$ cat config.mk
export PLATFORM = sky130hd
export DESIGN_NAME = source_lexer_tokenizer_unit
export DESIGN_NICKNAME = d
export VERILOG_FILES = /design/src/slt_pkg.sv /design/src/slt_core.sv /design/src/slt_fifo.sv /design/src/source_lexer_tokenizer_unit.sv
export SDC_FILE = /design/constraint.sdc
export NUM_CORES = 1
export LEC_CHECK = 0
export CAP_MARGIN = 20
export CORE_MARGIN = 3
export CORE_UTILIZATION = 60
export DETAILED_ROUTE_END_ITERATION = 10
export DONT_BUFFER_PORTS = 1
export HOLD_SLACK_MARGIN = 0.03
export PLACE_DENSITY = 0.76
export SKIP_CTS_REPAIR_TIMING = 1
export SLEW_MARGIN = 5
export SYNTH_ARGS = -nofsm -noshare
export SYNTH_HDL_FRONTEND = slang
export SYNTH_SLANG_ARGS = --single-unit
$ cat constraint.sdc
create_clock -name clk -period 13.9 [get_ports clk]
set_input_delay 2.085 -clock clk [delete_from_list [all_inputs] [get_ports clk]]
set_output_delay 2.085 -clock clk [all_outputs]
set_load 0.02 [all_outputs]
$ cat src/slt_pkg.sv
`timescale 1ns / 1ps
// ----------------------------------------------------------------------------
// slt_pkg
// Shared widths, token kinds and token record for the source lexer.
// ----------------------------------------------------------------------------
package slt_pkg;

  localparam int LINE_BITS   = 16;
  localparam int COLUMN_BITS = 16;
  localparam int LENGTH_BITS = 16;

  localparam int FIELD_BITS  = 16;
  localparam int KIND_BITS   = 5;

  typedef enum logic [KIND_BITS-1:0] {
    K_INVALID = 5'd0,
    K_END     = 5'd1,
    K_COLON   = 5'd2,
    K_DOT     = 5'd3,
    K_EQUAL   = 5'd4,
    K_BANG    = 5'd5,
    K_BANG_EQ = 5'd6,
    K_PAREN_L = 5'd7,
    K_PAREN_R = 5'd8,
    K_CURLY_L = 5'd9,
    K_CURLY_R = 5'd10,
    K_LT      = 5'd11,
    K_LE      = 5'd12,
    K_GT      = 5'd13,
    K_GE      = 5'd14,
    K_PLUS    = 5'd15,
    K_MINUS   = 5'd16,
    K_STAR    = 5'd17,
    K_SLASH   = 5'd18,
    K_LINE    = 5'd19,
    K_NUMBER  = 5'd20,
    K_NAME    = 5'd21,
    K_DEF     = 5'd22,
    K_FOR     = 5'd23,
    K_AND     = 5'd24,
    K_OR      = 5'd25
  } kind_t;

  typedef struct packed {
    kind_t                 kind;
    logic [FIELD_BITS-1:0] line;
    logic [FIELD_BITS-1:0] column;
    logic [FIELD_BITS-1:0] length;
    logic                  last;
  } token_t;

  // Tokens produced by one byte, oldest in tok0.
  typedef struct packed {
    logic [1:0] count;
    token_t     tok0;
    token_t     tok1;
  } push_t;

endpackage

$ cat src/slt_core.sv
`timescale 1ns / 1ps
// ----------------------------------------------------------------------------
// slt_core
// Scanner state and per-byte token decision; up to two tokens per byte.
// ----------------------------------------------------------------------------
module slt_core (
  input  logic          clk,
  input  logic          rst_n,
  input  logic          byte_en,
  input  logic [7:0]    byte_in,
  output slt_pkg::push_t push
);
  import slt_pkg::*;

  typedef enum logic [2:0] {
    M_IDLE, M_BANG, M_LT, M_GT, M_SLASH, M_COMMENT, M_NUMBER, M_NAME
  } mode_t;

  localparam logic [COLUMN_BITS-1:0] COL_MAX  = '1;
  localparam logic [LINE_BITS-1:0]   LINE_MAX = '1;
  localparam logic [LENGTH_BITS-1:0] LEN_MAX  = '1;

  localparam logic [23:0] KW_DEF = 24'h444546;
  localparam logic [23:0] KW_FOR = 24'h464F52;
  localparam logic [23:0] KW_AND = 24'h414E44;
  localparam logic [23:0] KW_OR  = 24'h004F52;

  function automatic kind_t single_kind(input logic [7:0] b);
    kind_t k;
    case (b)
      8'h3A:   k = K_COLON;
      8'h2E:   k = K_DOT;
      8'h3D:   k = K_EQUAL;
      8'h28:   k = K_PAREN_L;
      8'h29:   k = K_PAREN_R;
      8'h7B:   k = K_CURLY_L;
      8'h7D:   k = K_CURLY_R;
      8'h2B:   k = K_PLUS;
      8'h2D:   k = K_MINUS;
      8'h2A:   k = K_STAR;
      default: k = K_INVALID;
    endcase
    return k;
  endfunction

  mode_t                  mode_r, mode_nxt;
  logic [LINE_BITS-1:0]   line_r, line_nxt, sline_r, sline_nxt;
  logic [COLUMN_BITS-1:0] col_r, col_nxt, scol_r, scol_nxt;
  logic [LENGTH_BITS-1:0] run_r, run_nxt;
  logic [23:0]            pre_r, pre_nxt;

  logic [COLUMN_BITS-1:0] col_inc;
  logic [LENGTH_BITS-1:0] run_inc;
  logic                   is_dig, is_let;
  logic                   pend_v, fr_v, do_fresh;
  kind_t                  pend_kind, fr_kind, name_kind, sk;
  logic [LENGTH_BITS-1:0] pend_len;
  logic                   fr_len1;
  token_t                 pend_tok, fr_tok;

  always_comb begin
    col_inc = (col_r < COL_MAX) ? col_r + COLUMN_BITS'(1) : col_r;
    run_inc = (run_r < LEN_MAX) ? run_r + LENGTH_BITS'(1) : run_r;
    is_dig  = (byte_in >= 8'h30) && (byte_in <= 8'h39);
    is_let  = ((byte_in >= 8'h61) && (byte_in <= 8'h7A)) ||
              ((byte_in >= 8'h41) && (byte_in <= 8'h5A)) || (byte_in == 8'h5F);
    sk      = single_kind(byte_in);

    name_kind = K_NAME;
    if (run_r == LENGTH_BITS'(3)) begin
      if (pre_r == KW_DEF) name_kind = K_DEF;
      else if (pre_r == KW_FOR) name_kind = K_FOR;
      else if (pre_r == KW_AND) name_kind = K_AND;
    end else if ((run_r == LENGTH_BITS'(2)) && (pre_r == KW_OR)) begin
      name_kind = K_OR;
    end

    mode_nxt  = mode_r;
    line_nxt  = line_r;
    col_nxt   = col_r;
    sline_nxt = sline_r;
    scol_nxt  = scol_r;
    run_nxt   = run_r;
    pre_nxt   = pre_r;
    pend_v    = 1'b0;
    pend_kind = K_INVALID;
    pend_len  = LENGTH_BITS'(1);
    do_fresh  = 1'b0;
    fr_v      = 1'b0;
    fr_kind   = K_INVALID;
    fr_len1   = 1'b1;

    unique case (mode_r)
      M_BANG, M_LT, M_GT: begin
        if (byte_in == 8'h3D) begin
          pend_v    = 1'b1;
          pend_kind = (mode_r == M_BANG) ? K_BANG_EQ : (mode_r == M_LT) ? K_LE : K_GE;
          pend_len  = LENGTH_BITS'(2);
          mode_nxt  = M_IDLE;
          col_nxt   = col_inc;
        end else begin
          pend_v    = 1'b1;
          pend_kind = (mode_r == M_BANG) ? K_BANG : (mode_r == M_LT) ? K_LT : K_GT;
          do_fresh  = 1'b1;
        end
      end
      M_SLASH: begin
        if (byte_in == 8'h2F) begin
          mode_nxt = M_COMMENT;
          col_nxt  = col_inc;
        end else begin
          pend_v    = 1'b1;
          pend_kind = K_SLASH;
          do_fresh  = 1'b1;
        end
      end
      M_COMMENT: begin
        if ((byte_in == 8'h0A) || (byte_in == 8'h00)) do_fresh = 1'b1;
        else col_nxt = col_inc;
      end
      M_NUMBER: begin
        if (is_dig) begin
          run_nxt = run_inc;
          col_nxt = col_inc;
        end else begin
          pend_v    = 1'b1;
          pend_kind = K_NUMBER;
          pend_len  = run_r;
          do_fresh  = 1'b1;
        end
      end
      M_NAME: begin
        if (is_let || is_dig) begin
          if (run_r < LENGTH_BITS'(3)) pre_nxt = {pre_r[15:0], byte_in};
          run_nxt = run_inc;
          col_nxt = col_inc;
        end else begin
          pend_v    = 1'b1;
          pend_kind = name_kind;
          pend_len  = run_r;
          do_fresh  = 1'b1;
        end
      end
      M_IDLE: do_fresh = 1'b1;
    endcase

    if (do_fresh) begin
      mode_nxt = M_IDLE;
      if (byte_in == 8'h00) begin
        fr_v      = 1'b1;
        fr_kind   = K_END;
        fr_len1   = 1'b0;
        line_nxt  = LINE_BITS'(1);
        col_nxt   = COLUMN_BITS'(1);
        sline_nxt = LINE_BITS'(1);
        scol_nxt  = COLUMN_BITS'(1);
        run_nxt   = '0;
        pre_nxt   = '0;
      end else if (sk != K_INVALID) begin
        fr_v    = 1'b1;
        fr_kind = sk;
        col_nxt = col_inc;
      end else if ((byte_in == 8'h21) || (byte_in == 8'h3C) ||
                   (byte_in == 8'h3E) || (byte_in == 8'h2F) || is_dig || is_let) begin
        sline_nxt = line_r;
        scol_nxt  = col_r;
        col_nxt   = col_inc;
        if (byte_in == 8'h21) mode_nxt = M_BANG;
        else if (byte_in == 8'h3C) mode_nxt = M_LT;
        else if (byte_in == 8'h3E) mode_nxt = M_GT;
        else if (byte_in == 8'h2F) mode_nxt = M_SLASH;
        else if (is_dig) begin
          mode_nxt = M_NUMBER;
          run_nxt  = LENGTH_BITS'(1);
        end else begin
          mode_nxt = M_NAME;
          run_nxt  = LENGTH_BITS'(1);
          pre_nxt  = {16'h0000, byte_in};
        end
      end else if (byte_in == 8'h0A) begin
        fr_v     = 1'b1;
        fr_kind  = K_LINE;
        line_nxt = (line_r < LINE_MAX) ? line_r + LINE_BITS'(1) : line_r;
        col_nxt  = COLUMN_BITS'(1);
      end else if ((byte_in == 8'h20) || (byte_in == 8'h09) || (byte_in == 8'h0D)) begin
        col_nxt = col_inc;
      end else begin
        fr_v    = 1'b1;
        fr_kind = K_INVALID;
        col_nxt = col_inc;
      end
    end

    pend_tok.kind   = pend_kind;
    pend_tok.line   = FIELD_BITS'(sline_r);
    pend_tok.column = FIELD_BITS'(scol_r);
    pend_tok.length = FIELD_BITS'(pend_len);
    pend_tok.last   = !fr_v;

    fr_tok.kind   = fr_kind;
    fr_tok.line   = FIELD_BITS'(line_r);
    fr_tok.column = FIELD_BITS'(col_r);
    fr_tok.length = fr_len1 ? FIELD_BITS'(1) : '0;
    fr_tok.last   = 1'b1;

    push.count = byte_en ? (2'(pend_v) + 2'(fr_v)) : 2'd0;
    push.tok0  = pend_v ? pend_tok : fr_tok;
    push.tok1  = fr_tok;
  end

  always_ff @(posedge clk) begin
    if (!rst_n) begin
      mode_r  <= M_IDLE;
      line_r  <= LINE_BITS'(1);
      col_r   <= COLUMN_BITS'(1);
      sline_r <= LINE_BITS'(1);
      scol_r  <= COLUMN_BITS'(1);
      run_r   <= '0;
      pre_r   <= '0;
    end else if (byte_en) begin
      mode_r  <= mode_nxt;
      line_r  <= line_nxt;
      col_r   <= col_nxt;
      sline_r <= sline_nxt;
      scol_r  <= scol_nxt;
      run_r   <= run_nxt;
      pre_r   <= pre_nxt;
    end
  end

endmodule

$ cat src/slt_fifo.sv
`timescale 1ns / 1ps
// ----------------------------------------------------------------------------
// slt_fifo
// Four-entry token queue; takes up to two tokens per cycle, gives one per pop.
// ----------------------------------------------------------------------------
module slt_fifo (
  input  logic            clk,
  input  logic            rst_n,
  input  slt_pkg::push_t  push,
  input  logic            pop,
  output logic            not_empty,
  output logic            nearly_full,
  output slt_pkg::token_t head
);
  import slt_pkg::*;

  localparam int DEPTH = 4;
  localparam int PTR_BITS = $clog2(DEPTH);
  localparam int CNT_BITS = $clog2(DEPTH + 1);

  token_t                mem_r [DEPTH];
  logic [PTR_BITS-1:0]   wr_ptr_r, wr_ptr_nxt, rd_ptr_r, rd_ptr_nxt;
  logic [CNT_BITS-1:0]   cnt_r, cnt_nxt;
  logic [PTR_BITS-1:0]   wr_ptr_p1;

  always_comb begin
    wr_ptr_p1   = wr_ptr_r + PTR_BITS'(1);
    wr_ptr_nxt  = wr_ptr_r + PTR_BITS'(push.count);
    rd_ptr_nxt  = pop ? rd_ptr_r + PTR_BITS'(1) : rd_ptr_r;
    cnt_nxt     = cnt_r + CNT_BITS'(push.count) - CNT_BITS'(pop);
    not_empty   = (cnt_r != '0);
    nearly_full = (cnt_r > CNT_BITS'(DEPTH - 2));
    head        = mem_r[rd_ptr_r];
  end

  always_ff @(posedge clk) begin
    if (push.count != 2'd0) mem_r[wr_ptr_r] <= push.tok0;
    if (push.count == 2'd2) mem_r[wr_ptr_p1] <= push.tok1;
  end

  always_ff @(posedge clk) begin
    if (!rst_n) begin
      wr_ptr_r <= '0;
      rd_ptr_r <= '0;
      cnt_r    <= '0;
    end else begin
      wr_ptr_r <= wr_ptr_nxt;
      rd_ptr_r <= rd_ptr_nxt;
      cnt_r    <= cnt_nxt;
    end
  end

endmodule

$ cat src/source_lexer_tokenizer_unit.sv
`timescale 1ns / 1ps
// ----------------------------------------------------------------------------
// source_lexer_tokenizer_unit
// Streaming tokenizer: one source byte in, zero to two tokens out.
// ----------------------------------------------------------------------------
//  channel | direction | handshake          | payload
//  in      | input     | in_valid/in_stall  | in_byte_in[7:0]
//  out     | output    | out_valid/out_stall| kind, line, column, length, last
//
//  One byte per cycle while in_stall is low; each byte's tokens go into the
//  registered token queue. A byte that closes a pending token and forms one
//  itself gives two tokens; the four-entry token queue sets the stall point.
//  in_stall rises when the queue holds more than two tokens.
//  rst_n is synchronous; state returns to line 1, column 1.
// ----------------------------------------------------------------------------
module source_lexer_tokenizer_unit (
  input  logic                           clk,
  input  logic                           rst_n,
  input  logic                           in_valid,
  output logic                           in_stall,
  input  logic [7:0]                     in_byte_in,
  output logic                           out_valid,
  input  logic                           out_stall,
  output logic [slt_pkg::KIND_BITS-1:0]  out_token_kind,
  output logic [slt_pkg::FIELD_BITS-1:0] out_token_line,
  output logic [slt_pkg::FIELD_BITS-1:0] out_token_column,
  output logic [slt_pkg::FIELD_BITS-1:0] out_token_length,
  output logic                           out_last_of_run
);
  import slt_pkg::*;

  push_t  push;
  token_t head;
  logic   byte_en, nearly_full;

  assign in_stall = nearly_full;
  assign byte_en  = in_valid && !nearly_full;

  slt_core u_core (
    .clk     (clk),
    .rst_n   (rst_n),
    .byte_en (byte_en),
    .byte_in (in_byte_in),
    .push    (push)
  );

  slt_fifo u_fifo (
    .clk         (clk),
    .rst_n       (rst_n),
    .push        (push),
    .pop         (out_valid && !out_stall),
    .not_empty   (out_valid),
    .nearly_full (nearly_full),
    .head        (head)
  );

  assign out_token_kind   = head.kind;
  assign out_token_line   = head.line;
  assign out_token_column = head.column;
  assign out_token_length = head.length;
  assign out_last_of_run  = head.last;

endmodule
==> results.py <==
metrics = {
    "critical_path": {
        "crit_family": "simple AND/OR/NAND/NOR gates",
        "crit_required_ns": 14.08,
        "cp_cell_sequence": "or4_1, o21a_1, a311oi_4, buf_4, nor2_1, inv_2, ha_1, or2_2, nand3_1, nor2_1, nor2_1, inv_1, buf_4",
        "startpoint_type": "input port",
        "cpPeakStageDelay_ns": 0.83,
        "end_kind": "flip-flop",
        "critPathKind": "in2reg",
        "cp_num_buf_inv": 4,
        "slowest_stage": "nor2_1",
        "arrival_ns": 6.82,
        "critPathMaxFanout": 60,
        "crit_top_cell": "nor2_1",
    },
    "global_route": {
        "grt.total_usage_pct": 27.9,
        "antenna_found_initial": 0,
        "grt_remaining_overflow": 0,
        "grt_start_max_net_pins": 61,
        "grt_pass1_vias": 11300,
        "grt_pass1_wl_microns": 63200,
    },
    "layout": {
        "layout.nets": 1314,
        "syn2layout_area_growth_pct": 8.05,
        "fillers": 1858,
        "final_cell_mix": "178 x dfxtp_1, 176 x a22o_1, 152 x edfxtp_1",
        "fin_util_pct": 66.7,
        "final_area_sq_mm": 0.0169,
        "final_common_cell": "dfxtp_1",
        "diodes": 0,
        "drive_above_1_share_pct": 12.4,
    },
    "timing": {
        "period_needed_ns": 6.64,
        "worst_pin_slew_ns": 1.15,
        "fmax_mhz": 151,
        "finalSetupTns_ns": 0,
        "drv_slew": 0,
        "timing.final.crit_share_pct": 47.7,
        "rsz0062_at_grt": "no",
        "slew_headroom_pct": 23.1,
        "finalSetupViolations": 0,
        "clock_skew_ns": 0.0195,
        "final-hold-violation-count": 0,
    },
    "routing": {
        "wire_per_inst_microns": 24.4,
        "num_vias": 11600,
        "ant_nets": 0,
        "firstDrtPassIters": 6,
        "drtIter0Drc": 1310,
        "drc": 0,
        "via_per_inst": 7.05,
        "wl_microns": 40200,
    },
    "worst_hold_path": {
        "hold_path_class": "reg2reg",
    },
    "logic_synthesis": {
        "syn_inst": 1376,
        "synthArstFlopShare_pct": 0,
        "yosys.cell_types.count": 74,
        "syn_avg_cell_area_sq_um": 11.4,
        "ys_top_cells_by_area": "edfxtp_1 29%, dfxtp_1 23%, a22o_1 9.8%",
        "ys_seq_elements": 332,
        "syn_area_sq_mm": 0.0157,
        "dominantRegCellSynth": "dfxtp_1",
        "synth_top_area_share_pct": 29.1,
        "ys_warn_count": 0,
        "synth-seq-area-share_pct": 52.1,
        "synth_area_leader_cell": "edfxtp_1",
        "mappedNetlistNets": 1399,
        "synth-edff-count": 152,
    },
    "pwr": {
        "power_uw": 2720,
        "p_leak_uw": 0.00548,
        "p_switching_uw": 840,
        "switching_share_pct": 30.9,
        "powerDensity_mw_per_mm2": 161,
        "intPower_uw": 1880,
        "power_frac_seq_pct": 43.1,
        "ir_drop_mv": 0.117,
        "p_comb_share_pct": 22.7,
        "p_clk_share_pct": 34.2,
    },
    "die": {
        "start_util_pct": 61.7,
        "core-area_sq_mm": 0.0254,
        "die_w_microns": 168,
        "rows": 58,
        "io_pins": 68,
        "dieArea_sq_mm": 0.0281,
        "die_y_microns": 168,
    },
    "clock_tree": {
        "cts_buffers": 35,
        "clock-sinks": 332,
        "root_buffer": "clkbuf_16",
        "cts.path.max_buffers": 3,
        "worstSkewPairLatency_ns": 0.51,
        "clkTransAtPathRegs_ns": 0.06,
        "cts_max_level": 2,
        "cts_tree": "built",
    },
    "run": {
        "cap_violations": 0,
    },
    "placement": {
        "place_area_sq_mm": 0.0158,
        "io_buffers": 0,
        "gp_congestion": 0.946,
        "hpwl_microns": 24600,
    },
    "outcome": {
        "outcome": "completed",
    },
}
[registers in the layout (all words and copies together), names as in the netlist, named ones only]
signal,flops
u_core.col_r,16
u_core.line_r,16
u_core.mode_r,3
u_core.pre_r,24
u_core.run_r,16
u_core.scol_r,16
u_core.sline_r,16
u_fifo.cnt_r,3
u_fifo.mem_r,216
u_fifo.rd_ptr_r,2
u_fifo.wr_ptr_r,2
[power by group through the flow]
stage	Sequential [uW]	Clock (uW)	Combinational [uW]
4_1_cts	1170	939	608
5_1_grt	1180	980	657
2_1_floorplan	1170	0	472
6_report	1170	932	617
3_5_place_dp	1190	0	605
3_3_place_gp	1190	0	602
[cells by family (layout without fill, tap and decap cells)]
group                      Yosys count  in the layout  synth area share (%)
xor gates and xnor gates            27             27                  1.51
AOI/OAI and AO/OA                  429            429                  21.6
DFF                                332            332                  52.1
buffers and inverters              174            114                  4.33
muxes                               56             56                  7.88
and+or+nand+nor                    347            347                  11.7
adders and majority gates           11             11                 0.925
[metrics by stage]
step	setup WS, ns	hold slack [ns]	cells
after global routing	6.92	0.474	1646
after global placement	5.84	0.436	1578
after CTS	6.32	0.449	1641
final	7.26	0.448	1646
after detailed placement	5.80	0.438	1579
after floorplan	7.43	0.423	1376
[synth_stat cells (all sizes together) (6+ instances only)]
cell,count
a21oi,35
a22o,176
a31oi,18
a32o,56
and2,8
and3,7
and4,6
buf,42
clkbuf,105
dfxtp,180
edfxtp,152
ha,10
inv,26
mux4,54
nand2,61
nand2b,11
nand3,50
nand3b,6
nand4,29
nor2,70
nor3,33
nor4,10
o211ai,6
o21ai,51
o22ai,30
or2,7
or3,19
xnor2,14
xor2,13
[final timing paths]
path | start | to | slack [ns] | cells after the start
setup / recovery | in_byte_in[2] | u_fifo.mem_r[2][52]$_DFFE_PP_ | 7.26 | 13
setup reg to reg | u_core.mode_r[2]$_SDFFE_PN0P_ | u_fifo.mem_r[3][52]$_DFFE_PP_ | 8.71 | 12
hold reg to reg | u_core.pre_r[7]$_SDFFE_PN0P_ | u_core.pre_r[7]$_SDFFE_PN0P_ | 0.45 | 2
hold / removal | u_core.pre_r[7]$_SDFFE_PN0P_ | u_core.pre_r[7]$_SDFFE_PN0P_ | 0.45 | 2
[layer usage]
metal	up-vias	GRT usage, %	part of all wire [%]	wire length, microns
met5	-	0	0	0
met4	0	9.21	3.0	1210
met3	96	4.32	7.1	2840
met2	523	46.9	49	19600
met1	5692	37.3	41	16500
li1	5293	-	-	-
[worst min-delay path: cells and delay by family, from the launching register on]
family	cells	cell delay [ns]
and+or+nand+nor	2	0.09
DFF	1	0.32
[cell type report]
type | instances | area, sq um | share of cell area, %
repair buffers | 25 | 215 | 1.27
multi-input cells | 870 | 6910 | 40.8
inverters | 27 | 101 | 0.598
well taps | 330 | 413 | 2.44
clock buffers | 50 | 967 | 5.71
clock inverters | 12 | 166 | 0.982
flip-flops and latches | 332 | 8170 | 48.2
No activity file was read; power rests on OpenSTA's default activity.
